File: src/rtl/core/u8u16_pkg.sv
// Package for the UTF-8 to UTF-16 transcoder: word types, decoder state,
// code unit constants and sequence length codes. No dependencies.
`default_nettype none

package u8u16_pkg;

	localparam int MaxUnits = 5;

	localparam logic [15:0] ReplChar = 16'hFFFD;
	localparam logic [15:0] HighSurrBase = 16'hD800;
	localparam logic [15:0] LowSurrBase = 16'hDC00;
	localparam logic [20:0] SurrFirst = 21'h00D800;
	localparam logic [20:0] SurrLast = 21'h00DFFF;
	localparam logic [20:0] SuppFirst = 21'h010000;
	localparam logic [20:0] CodeMax = 21'h10FFFF;
	localparam logic [20:0] Min2Byte = 21'h000080;
	localparam logic [20:0] Min3Byte = 21'h000800;
	localparam logic [20:0] BmpMax = 21'h00FFFF;

	localparam logic [2:0] SeqNone = 3'd0;
	localparam logic [2:0] SeqTwo = 3'd2;
	localparam logic [2:0] SeqThree = 3'd3;
	localparam logic [2:0] SeqFour = 3'd4;

	typedef struct packed {
		logic [7:0] byte_value;
		logic has_byte;
		logic last_byte;
		logic append_nul;
	} in_item_t;

	typedef struct packed {
		logic [15:0] code_unit;
		logic replaced;
		logic last_of_run;
		logic last_of_string;
	} out_item_t;

	typedef struct packed {
		logic [20:0] partial_code;
		logic [2:0] sequence_length;
		logic [1:0] bytes_held;
	} dec_state_t;

	typedef struct packed {
		logic [15:0] code_unit;
		logic replaced;
	} unit_t;

	typedef struct packed {
		unit_t [MaxUnits-1:0] units;
		logic [2:0] count;
		logic end_of_string;
	} unit_set_t;

endpackage

`default_nettype wire

File: src/rtl/core/u8u16_if.sv
// Valid/ready channel interfaces for input bytes and output code units.
// Depends on u8u16_pkg for the word types.
`default_nettype none

interface u8u16_in_if;
	import u8u16_pkg::*;
	logic valid;
	logic ready;
	in_item_t item;
	modport source(output valid, output item, input ready);
	modport sink(input valid, input item, output ready);
endinterface

interface u8u16_out_if;
	import u8u16_pkg::*;
	logic valid;
	logic ready;
	out_item_t item;
	modport source(output valid, output item, input ready);
	modport sink(input valid, input item, output ready);
endinterface

`default_nettype wire

File: src/rtl/core/utf8_to_utf16_transcoder_top.sv
// Top level of the UTF-8 to UTF-16 transcoder: input word register, decoder
// state, and a shifting result buffer. Uses u8u16_pkg, u8u16_if, u8u16_decode.
//
// Usage: bytes carries one UTF-8 byte per word with has_byte, last_byte and
// append_nul flags; units carries one UTF-16 code unit per word with its
// replaced, last_of_run and last_of_string flags. Both are valid/ready.
// An accepted byte is held in the input register and decoded from there into
// a list of up to five code units, which is loaded into the result buffer;
// the first unit is offered on units from that buffer.
// Units leave one per cycle while units is ready. A byte that yields one unit
// or none does not hold the input, so such bytes stream at one byte per cycle
// while units is ready; a byte that yields more holds the input while the
// single-unit output port drains them. The next byte is taken while the buffer
// still drains its last unit. When units stalls, the buffer holds its words and
// bytes drops ready once the input register is full. Reset clears the open
// sequence and empties both registers; no partial code point survives reset.
`default_nettype none

module utf8_to_utf16_transcoder_top (
	input wire logic clk,
	input wire logic arst_n,
	u8u16_in_if.sink bytes,
	u8u16_out_if.source units
);
	import u8u16_pkg::*;

	in_item_t item_s1;
	logic valid_s1;
	dec_state_t state_q;
	dec_state_t state_next;
	unit_set_t set_next;
	unit_t [MaxUnits-1:0] units_q;
	logic [2:0] rem_q;
	logic eos_q;
	logic load;
	logic out_fire;

	u8u16_decode u_decode (
		.item(item_s1),
		.state(state_q),
		.result(set_next),
		.next_state(state_next)
	);

	assign out_fire = units.valid && units.ready;
	assign load = valid_s1 && (rem_q == 3'd0 || (rem_q == 3'd1 && units.ready));
	assign bytes.ready = !valid_s1 || load;

	always_ff @(posedge clk or negedge arst_n) begin
		if (!arst_n) begin
			valid_s1 <= 1'b0;
		end else if (bytes.valid && bytes.ready) begin
			valid_s1 <= 1'b1;
		end else if (load) begin
			valid_s1 <= 1'b0;
		end
	end

	always_ff @(posedge clk) begin
		if (bytes.valid && bytes.ready) begin
			item_s1 <= bytes.item;
		end
	end

	always_ff @(posedge clk or negedge arst_n) begin
		if (!arst_n) begin
			state_q <= '0;
			rem_q <= 3'd0;
			eos_q <= 1'b0;
		end else if (load) begin
			state_q <= state_next;
			rem_q <= set_next.count;
			eos_q <= set_next.end_of_string;
		end else if (out_fire) begin
			rem_q <= rem_q - 3'd1;
		end
	end

	always_ff @(posedge clk) begin
		if (load) begin
			units_q <= set_next.units;
		end else if (out_fire) begin
			for (int i = 0; i < MaxUnits - 1; i++) begin
				units_q[i] <= units_q[i+1];
			end
		end
	end

	assign units.valid = rem_q != 3'd0;
	assign units.item.code_unit = units_q[0].code_unit;
	assign units.item.replaced = units_q[0].replaced;
	assign units.item.last_of_run = rem_q == 3'd1;
	assign units.item.last_of_string = rem_q == 3'd1 && eos_q;

	a_rem_bound: assert property (@(posedge clk) disable iff (!arst_n)
		rem_q <= 3'(MaxUnits))
		else $error("result buffer count out of range");

	a_closed_empty: assert property (@(posedge clk) disable iff (!arst_n)
		state_q.sequence_length == SeqNone |-> state_q.bytes_held == 2'd0)
		else $error("bytes held with no sequence open");

	a_open_held: assert property (@(posedge clk) disable iff (!arst_n)
		state_q.sequence_length != SeqNone |->
		state_q.bytes_held != 2'd0 && {1'b0, state_q.bytes_held} < state_q.sequence_length)
		else $error("open sequence holds an impossible byte count");

	a_end_clears: assert property (@(posedge clk) disable iff (!arst_n)
		load && item_s1.last_byte |=> state_q == '0)
		else $error("sequence state survives end of string");

	a_drain_step: assert property (@(posedge clk) disable iff (!arst_n)
		out_fire && !load |=> rem_q == $past(rem_q) - 3'd1)
		else $error("result buffer did not advance by one word");

endmodule

`default_nettype wire

File: src/rtl/core/u8u16_decode.sv
// Combinational decode of one input word against the current sequence state:
// produces the ordered list of code units and the next state. Uses u8u16_pkg.
`default_nettype none

module u8u16_decode (
	input u8u16_pkg::in_item_t item,
	input u8u16_pkg::dec_state_t state,
	output u8u16_pkg::unit_set_t result,
	output u8u16_pkg::dec_state_t next_state
);
	import u8u16_pkg::*;

	always_comb begin
		logic [7:0] b;
		logic open_seq;
		logic is_cont;
		logic fresh_go;
		logic [2:0] held_c;
		logic [20:0] code_c;
		logic [20:0] supp;
		logic complete;
		logic bad;
		logic [2:0] ra;
		logic [1:0] mid_n;
		unit_t mid0;
		unit_t mid1;
		logic [1:0] rd;
		logic [2:0] end_a;
		logic [2:0] end_m;
		logic [2:0] end_d;
		logic [2:0] total;
		logic [2:0] kk;
		logic [2:0] rel;
		dec_state_t st;

		b = item.byte_value;
		st = state;
		ra = 3'd0;
		mid_n = 2'd0;
		mid0 = '{code_unit: ReplChar, replaced: 1'b1};
		mid1 = '{code_unit: ReplChar, replaced: 1'b1};
		rd = 2'd0;
		bad = 1'b0;

		open_seq = item.has_byte && state.sequence_length != SeqNone && state.bytes_held != 2'd0
			&& {1'b0, state.bytes_held} < state.sequence_length;
		is_cont = b[7:6] == 2'b10;
		held_c = {1'b0, state.bytes_held} + 3'd1;
		code_c = {state.partial_code[14:0], b[5:0]};
		complete = held_c >= state.sequence_length;
		supp = code_c - SuppFirst;
		fresh_go = item.has_byte && (!open_seq || !is_cont);

		if (open_seq && !is_cont) begin
			ra = {1'b0, state.bytes_held};
		end

		if (item.has_byte) begin
			st = '0;
		end

		if (open_seq && is_cont) begin
			case (state.sequence_length)
				SeqTwo: bad = code_c < Min2Byte;
				SeqThree: bad = code_c < Min3Byte || (code_c >= SurrFirst && code_c <= SurrLast);
				default: bad = code_c < SuppFirst || code_c > CodeMax;
			endcase
			if (!complete) begin
				st.partial_code = code_c;
				st.sequence_length = state.sequence_length;
				st.bytes_held = held_c[1:0];
			end else if (bad) begin
				ra = state.sequence_length;
			end else if (code_c > BmpMax) begin
				mid_n = 2'd2;
				mid0 = '{code_unit: HighSurrBase + {6'd0, supp[19:10]}, replaced: 1'b0};
				mid1 = '{code_unit: LowSurrBase + {6'd0, supp[9:0]}, replaced: 1'b0};
			end else begin
				mid_n = 2'd1;
				mid0 = '{code_unit: code_c[15:0], replaced: 1'b0};
			end
		end

		if (fresh_go) begin
			if (b[7] == 1'b0) begin
				mid_n = 2'd1;
				mid0 = '{code_unit: {8'd0, b}, replaced: 1'b0};
			end else if (b[7:5] == 3'b110) begin
				st = '{partial_code: {16'd0, b[4:0]}, sequence_length: SeqTwo, bytes_held: 2'd1};
			end else if (b[7:4] == 4'b1110) begin
				st = '{partial_code: {17'd0, b[3:0]}, sequence_length: SeqThree, bytes_held: 2'd1};
			end else if (b[7:3] == 5'b11110) begin
				st = '{partial_code: {18'd0, b[2:0]}, sequence_length: SeqFour, bytes_held: 2'd1};
			end else begin
				mid_n = 2'd1;
			end
		end

		if (item.last_byte) begin
			if (st.sequence_length != SeqNone) begin
				rd = st.bytes_held;
			end
			st = '0;
		end

		end_a = ra;
		end_m = end_a + {1'b0, mid_n};
		end_d = end_m + {1'b0, rd};
		total = end_d + {2'd0, item.last_byte && item.append_nul};

		for (int k = 0; k < MaxUnits; k++) begin
			kk = 3'(k);
			rel = kk - end_a;
			if (kk < end_a || (kk >= end_m && kk < end_d)) begin
				result.units[k] = '{code_unit: ReplChar, replaced: 1'b1};
			end else if (kk < end_m) begin
				result.units[k] = rel[0] ? mid1 : mid0;
			end else begin
				result.units[k] = '{code_unit: 16'h0000, replaced: 1'b0};
			end
		end
		result.count = total;
		result.end_of_string = item.last_byte;
		next_state = st;
	end

endmodule

`default_nettype wire

File: src/flat_wrapper.sv
// flat-port wrapper written by rule: the top's interface ports become plain ports
module utf8_to_utf16_transcoder_top_flat import u8u16_pkg::*;
  (clk, arst_n, bytes_valid, bytes_item, bytes_ready, units_valid, units_item, units_ready);
  u8u16_in_if bytes_i ();
  u8u16_out_if units_i ();
  input wire logic clk;
  input wire logic arst_n;
  input wire logic [$bits(bytes_i.valid)-1:0] bytes_valid;
  input wire logic [$bits(bytes_i.item)-1:0] bytes_item;
  output wire logic [$bits(bytes_i.ready)-1:0] bytes_ready;
  output wire logic [$bits(units_i.valid)-1:0] units_valid;
  output wire logic [$bits(units_i.item)-1:0] units_item;
  input wire logic [$bits(units_i.ready)-1:0] units_ready;
  assign bytes_i.valid = bytes_valid;
  assign bytes_i.item = bytes_item;
  assign bytes_ready = bytes_i.ready;
  assign units_valid = units_i.valid;
  assign units_item = units_i.item;
  assign units_i.ready = units_ready;
  utf8_to_utf16_transcoder_top u_core (.clk(clk), .arst_n(arst_n), .bytes(bytes_i), .units(units_i));
endmodule
File: config.mk
export PLATFORM = sky130hd
export DESIGN_NAME = utf8_to_utf16_transcoder_top_flat
export DESIGN_NICKNAME = d
export VERILOG_FILES = /design/src/rtl/core/u8u16_pkg.sv /design/src/rtl/core/u8u16_if.sv /design/src/rtl/core/utf8_to_utf16_transcoder_top.sv /design/src/rtl/core/u8u16_decode.sv /design/src/flat_wrapper.sv
export SDC_FILE = /design/constraint.sdc
export NUM_CORES = 1
export LEC_CHECK = 0
export ABC_AREA = 1
export CAP_MARGIN = 30
export CORE_AREA = 2 2 104 116
export DETAILED_ROUTE_END_ITERATION = 7
export DIE_AREA = 0 0 106 118
export DONT_BUFFER_PORTS = 1
export PLACE_DENSITY = 0.84
export SLEW_MARGIN = 20
export SYNTH_ARGS = -nofsm -noshare
export SYNTH_HDL_FRONTEND = slang
export SYNTH_SLANG_ARGS = --single-unit
File: constraint.sdc
create_clock -name clk -period 5.42 [get_ports clk]
set_clock_uncertainty 0.05 [all_clocks]
set_input_delay 0.271 -clock clk [delete_from_list [all_inputs] [get_ports clk]]
set_output_delay 0.271 -clock clk [all_outputs]
set_load 0.02 [all_outputs]
==> results of run 1 <==
-- flip-flops by register name, indices dropped and copies added, names as in the netlist --
register / flops
u_core.units_q: 68
u_core.state_q: 20
u_core.units.item: 17
u_core.item_s1: 11
u_core.rem_q: 3
u_core.eos_q: 1
u_core.valid_s1: 1
-- power by group through the flow --
stage | combinational, mW | clock, mW | sequential [mW]
6_report | 1.29 | 1.21 | 1.83
5_1_grt | 1.46 | 1.27 | 1.87
4_1_cts | 1.29 | 1.21 | 1.83
3_5_place_dp | 1.26 | 0 | 1.84
3_3_place_gp | 1.19 | 0 | 1.82
2_1_floorplan | 1.17 | 0 | 1.69
-- cell families (layout without fill, tap and decap cells) --
kind of cell | count (synthesis) | in the layout
and+or+nand+nor | 421 | 421
buffers and inverters | 127 | 132
AOI/OAI and AO/OA | 124 | 124
DFF | 121 | 121
adders and majority gates | 18 | 18
xor gates and xnor gates | 2 | 2
-- Yosys cell counts, drive strengths merged (2+ instances only) --
cell / instances
nand2: 207
nand3: 111
edfxtp: 96
nor2: 84
inv: 80
o21ai: 56
buf: 30
a21oi: 26
dfrtp: 25
clkbuf: 17
ha: 16
o22ai: 16
o211ai: 15
nand4: 8
a31oi: 4
nor3: 4
nand3b: 3
or2: 3
a211oi: 2
fa: 2
xnor2: 2
-- how the worst max path moves through the flow --
stage                      start  depth (start not counted)                     to
6_report       u_core.state_q[0]                         24  u_core.units.item[13]
3_5_place_dp   u_core.state_q[0]                         24  u_core.units.item[13]
4_1_cts        u_core.state_q[0]                         24  u_core.units.item[12]
3_3_place_gp   u_core.state_q[0]                         24  u_core.units.item[13]
2_1_floorplan  u_core.state_q[0]                         20  u_core.units.item[11]
5_1_grt        u_core.state_q[0]                         24  u_core.units.item[16]
-- per-layer routing --
layer / global-route usage [%] / vias up
li1: - / 2741
met1: 35.38 / 2800
met2: 47.86 / 279
met3: 5.592 / 45
met4: 11.18 / 0
met5: 0 / -
-- area by class of cell --
cell class                      count  area, sq um
Tap cell                          150        187.7
Fill cell                         860         3516
Clock buffer                       17        425.4
Multi-Input combinational cell    565         3000
Timing Repair Buffer               20        197.7
Inverter                           80        300.3
Clock inverter                     15        201.4
Sequential cell                   121         3508
==> flow_summary_export.csv, run 1 <==
group,metric,value,unit
critical_path,end_kind,"register",
critical_path,worst_r2r_startpoint,"u_core.state_q[0]",
route,route.top_layer_used,"met4",
sta,setup_ws,0.5096,ns
clock_tree,cts.repair.resized,0,
synthesis,synth_compound_area_share,10.46,%
route,drtPass1Iterations,7,
critical_path,r2r_slack,0.51,ns
critical_path,cp_num_buf_inv,5,
finish,final_common_cell,"nand2_1",
synthesis,syn_inst,813,
route,drtIter0Drc,671,
critical_path,timing.rr.end,"u_core.units.item[13]",
clock_tree,cts_tree,"done",
finish,drive_above_1_share,13.33,%
critical_path,cpMaxStageDelayCell,"fa_1",
synthesis,async_flop_share,20.66,%
clock_tree,h-tree-depth,4,
floorplanning,die_x,106,microns
route,drt-vias-per-instance,6.059,
sta,hold_violations,0,
placement,dp_slack,0.5830,ns
power,p_clk_share,28.0,%
route,vias,5865,
placement,hpwl,11750,microns
synthesis,synth_edf_count,96,
critical_path,path_class,"register to register",
synthesis,synthFlopType,"edfxtp_1",
clock_tree,root_buffer,"clkbuf_16",
grt,grt_pass1_wl,27570,microns
grt,grt_overflow,0,
synthesis,synth.area.top_cells,"edfxtp_1, nand2_1, dfrtp_1",
floorplanning,initial_utilization,62.70,%
sta,setup_viol,0,
placement,place_area,0.007034,sq mm
critical_path,worstSetupStartpointType,"register",
route,drc,0,
grt,grtUsageTotal,28.20,%
clock_tree,cts_buffer_depth,2,
finish,nets,838,
finish,area_growth,10.03,%
clock_tree,worstSkewPairLatency,0.43,ns
floorplanning,num_io_pins,36,
sta,maxSlewHeadroom,40.58,%
critical_path,cpMostUsedCell,"nand2_1",
run,drv_cap,0,
power,p_leak,3.467,nW
synthesis,synth_mux_area_share,0,%
power,power.density,554.8,mW/mm^2
floorplanning,die_area,0.01251,sq mm
power,p_total,4.340,mW
grt,grt_pass1_vias,5606,
min_path,holdCritPathClass,"primary input to async pin",
clock_tree,cts_setup_buffers,0,
sta,tightest_slew,0.8912,ns
finish,finalInstanceArea,0.007821,sq mm
critical_path,r2r_cells,24,
finish,fin_cells,968,
route,ant_nets,0,
sta,rsz0062_at_grt,"no",
synthesis,netlist_area,0.007108,sq mm
floorplanning,row_count,41,
synthesis,synth_xor_area_share,0.2464,%
synthesis,synthAdderAreaFrac,3.380,%
sta,fin_crit,4.910,ns
route,wl_per_cell,17.47,microns
synthesis,ys_warn_count,0,
placement,dp.cells,921,
route,wl_met3,1103,microns
synthesis,yosys.cell_types.count,48,
sta,hold_ws,0.2464,ns
sta,finalSetupTns,0,ns
synthesis,synth-seq-cells,121,
critical_path,critPathArrivalTime,5.02,ns
clock_tree,ctsHoldBuffers,15,
finish,final_cell_mix,"nand2_1, edfxtp_1, nand3_1",
route,dr_wl_met2,8673,microns
grt,grt_max_degree,78,
power,power.share.switching,37.63,%
sta,clock.fmax,203.7,MHz
route,drt_wl_total,16910,microns
sta,slew_violations,0,
power,p_int,2.706,mW
power,combPwrFrac,29.8,%
power,seq_power_share,42.2,%
critical_path,cp_top_family,"simple AND/OR/NAND/NOR gates",
placement,gp_congestion,0.9637,
clock_tree,clkTransAtPathRegs,0.06,ns
floorplanning,coreArea,0.01134,sq mm
power,ir_drop,266.2,uV
power,switchingPower,1.633,mW
route,m1WireLength,6723,microns
synthesis,synth_top_area_cell,"edfxtp_1",
clock_tree,cts_made_buffers,17,
critical_path,crit_fanout,24,
floorplanning,die_h,118,microns
critical_path,required,5.53,ns
critical_path,cp_cell_sequence,"inv_1, ha_1, ha_1, nand2_1, nor2_1, a211oi_1, nand2_1, nor2_1, inv_1, buf_4, nand2_1, a32o_1, inv_1, nand3_1, nand2_1, nor2_1, ha_1, inv_1, fa_1, nand2_1, o211ai_2, nand2_2, nand2_2, nand3_1",
clock_tree,cts_num_sinks,121,
synthesis,synth_top_area_share,40.56,%
sta,fin_crit_sh,90.60,%
synthesis,ys_seq_area_share,49.36,%
synthesis,synthSimpleGateAreaFrac,28.06,%
grt,antenna_found_initial,0,
status,status,"finished clean",
finish,n_antenna_cell,0,
synthesis,synth_top_family_by_area,"simple AND/OR/NAND/NOR gates",
critical_path,max_stage_delay,0.55,ns
synthesis,avgSynthCellArea,8.743,sq um
finish,finalCoreUtilization,68.99,%
synthesis,syn_nets,846,
placement,numPortBuffers,0,
Note: power is estimated with default switching activity, not from simulation.
==> run 2, diff against run 1 <==
--- a/config.mk
+++ b/config.mk
@@ -5,11 +5,10 @@
 export SDC_FILE = /design/constraint.sdc
 export NUM_CORES = 1
 export LEC_CHECK = 0
-export ABC_AREA = 1
 export CAP_MARGIN = 30
-export CORE_AREA = 2 2 104 116
+export CORE_AREA = 2 2 100 112
 export DETAILED_ROUTE_END_ITERATION = 7
-export DIE_AREA = 0 0 106 118
+export DIE_AREA = 0 0 102 114
 export DONT_BUFFER_PORTS = 1
 export PLACE_DENSITY = 0.84
 export SLEW_MARGIN = 20
==> run 2 against run 1 <==
Net effect: design area shrank 5.7%; via count shrank 9.4%; largest cell class unchanged; first-iteration DRC count grew 7.0%; total power shrank 4.4%; critical path depth shrank 7; core utilization grew 0.49 points; critical path type unchanged; global-route usage grew 3.5 points; synthesized cell count shrank 24%; worst hold slack lost 0.048 ns; setup slack lost 0.19 ns.
==> flow_summary_export.csv, run 2 <==
group,metric,value,unit
critical_path,crit_fanout,6,
grt,grt_pass1_wl,27660,microns
synthesis,synth.area.top_cells,"edfxtp_1, dfrtp_1, nor2_1",
floorplanning,die_h,114,microns
sta,tightest_slew,0.9009,ns
critical_path,path_class,"register to register",
placement,numPortBuffers,0,
clock_tree,clkTransAtPathRegs,0.06,ns
grt,grt_overflow,0,
clock_tree,cts_tree,"done",
grt,grt_pass1_vias,5033,
synthesis,yosys.cell_types.count,68,
sta,setup_viol,0,
floorplanning,row_count,40,
floorplanning,coreArea,0.01061,sq mm
synthesis,syn_inst,617,
critical_path,cp_top_family,"compound AO/OA/AOI/OAI gates",
synthesis,syn_nets,650,
min_path,holdCritPathClass,"primary input to register",
finish,area_growth,12.12,%
synthesis,avgSynthCellArea,10.66,sq um
finish,nets,654,
finish,finalCoreUtilization,69.48,%
floorplanning,num_io_pins,36,
route,drtIter0Drc,718,
floorplanning,die_area,0.01163,sq mm
floorplanning,die_x,102,microns
finish,multi_input_area,0.002701,sq mm
clock_tree,cts_buffer_depth,2,
synthesis,netlist_area,0.006575,sq mm
route,drt_wl_total,17590,microns
grt,antenna_found_initial,0,
clock_tree,worstSkewPairLatency,0.42,ns
finish,n_fill_cell,755,
finish,final_common_cell,"edfxtp_1",
finish,largest_reg_flops,68,
clock_tree,root_buffer,"clkbuf_16",
critical_path,end_kind,"register",
synthesis,ys_seq_area_share,53.36,%
finish,fin_cells,781,
run,drv_cap,0,
sta,clock.fmax,196.2,MHz
finish,regMostFlops,"u_core.units_q",
finish,drive_above_1_share,12.30,%
sta,maxSlewHeadroom,39.94,%
placement,hpwl,11330,microns
critical_path,critPathArrivalTime,5.20,ns
synthesis,synth_top_area_share,43.84,%
critical_path,cp_num_buf_inv,3,
synthesis,synthFlopType,"edfxtp_1",
finish,n_antenna_cell,0,
power,p_total,4.150,mW
sta,hold_violations,0,
synthesis,synth_edf_count,96,
placement,gp_congestion,0.9366,
critical_path,max_stage_delay,0.64,ns
route,drt-vias-per-instance,6.800,
floorplanning,initial_utilization,61.97,%
power,p_leak,2.859,nW
route,drc,0,
clock_tree,cts_num_sinks,121,
power,power.density,563.0,mW/mm^2
placement,dp.cells,730,
synthesis,yosys-top-cells-count,"edfxtp_1, nor2_1, nand2_1",
sta,fin_crit_sh,94.05,%
synthesis,synth_top_area_cell,"edfxtp_1",
critical_path,cp_cell_sequence,"inv_1, ha_1, nand2b_1, o41ai_2, nand3b_1, buf_4, a2111oi_4, a21o_1, ha_1, inv_1, fa_1, fa_1, nand2_1, a32oi_1, a21oi_1, a21oi_1, nand2_1",
synthesis,yosysMostFrequentCell,"edfxtp_1",
synthesis,ys_warn_count,0,
sta,fin_crit,5.097,ns
route,drtPass1Iterations,7,
power,ir_drop,334.7,uV
critical_path,cpMaxStageDelayCell,"fa_1",
critical_path,required,5.52,ns
clock_tree,h-tree-depth,4,
route,vias,5311,
grt,grtUsageTotal,31.69,%
sta,finalSetupTns,0,ns
route,wl_per_cell,22.52,microns
clock_tree,cts_made_buffers,17,
finish,regArea,0.003508,sq mm
status,status,"finished clean",
route,ant_nets,0,
critical_path,worstSetupStartpointType,"register",
synthesis,async_flop_share,20.66,%
sta,slew_violations,0,
finish,final_cell_mix,"edfxtp_1, nor2_1, nand2_1",
grt,grt_max_degree,73,
sta,rsz0062_at_grt,"no",
synthesis,synth-seq-cells,121,
==> run 2: layout make-up <==
| type | instances | share of cell area, % |
|---|---|---|
| tap | 147 | 2.495 |
| clock inverter | 15 | 1.901 |
| timing repair buffer | 37 | 4.379 |
| sequential | 121 | 47.59 |
| inverter | 24 | 1.222 |
| clock buffer | 17 | 5.771 |
| multi-input combinational | 420 | 36.64 |
==> run 2: final timing paths <==
path	start	end	slack (ns)	cells past startpoint
min in group asynchronous	arst_n	u_core.state_q[0]	0.24	2
setup reg to reg	u_core.state_q[0]	u_core.units_q[28]	0.32	17
hold / removal	units_ready	u_core.valid_s1	0.20	3
setup / recovery	u_core.state_q[0]	u_core.units_q[28]	0.32	17
hold reg to reg	u_core.eos_q	u_core.eos_q	0.47	2
max in group asynchronous	arst_n	u_core.state_q[7]	4.91	2
==> run 2: power by group <==
part | switching (mW) | total, mW | leakage (nW) | internal [mW]
sequential | 0.267 | 1.82 | 1.27 | 1.56
combinational | 0.811 | 1.24 | 1.31 | 0.429
clock | 0.448 | 1.09 | 0.278 | 0.639
==> run 2: cell families after synthesis <==
kind of cell	after synthesis	synth area share [%]
buf+inv	76	5.747
flops	121	53.36
simple gates	192	13.68
mux	6	0.9515
compound gates	201	22.21
fa+ha+maj	18	3.654
xor+xnor	3	0.3997
==> run 2: worst min-delay path, stage by stage <==
cell and delay (ns):
nand2_1 0.04, nand3_1 0.23, nand2b_1 0.09
==> run 2: layer usage <==
metal | vias to the layer above | GRT usage [%] | share of wire (%)
met4 | 0 | 15.20 | 4.6
met2 | 392 | 48.90 | 47
met5 | - | 0 | 0
met3 | 69 | 7.843 | 9.8
li1 | 2312 | - | -
met1 | 2538 | 42.04 | 39
==> run 2: what timing repair did <==
action	in CTS	in global routing
endpoints found under the hold margin	38	0
endpoints found under the setup margin	0	29
buffers inserted	0	3
hold buffers	15	0
resized for setup	0	2
==> run 2: per-stage QoR <==
step / setup slack (ns) / hold slack (ns) / instance area (sq um)
CTS: 0.3341 / 0.1928 / 7330
global route: 0.001807 / 0.2458 / 7372
finish: 0.3226 / 0.1987 / 7372
detailed placement: 0.4146 / -0.07405 / 6604
floorplan: 0.5438 / -0.07459 / 6575
global placement: 0.5424 / -0.07397 / 6584
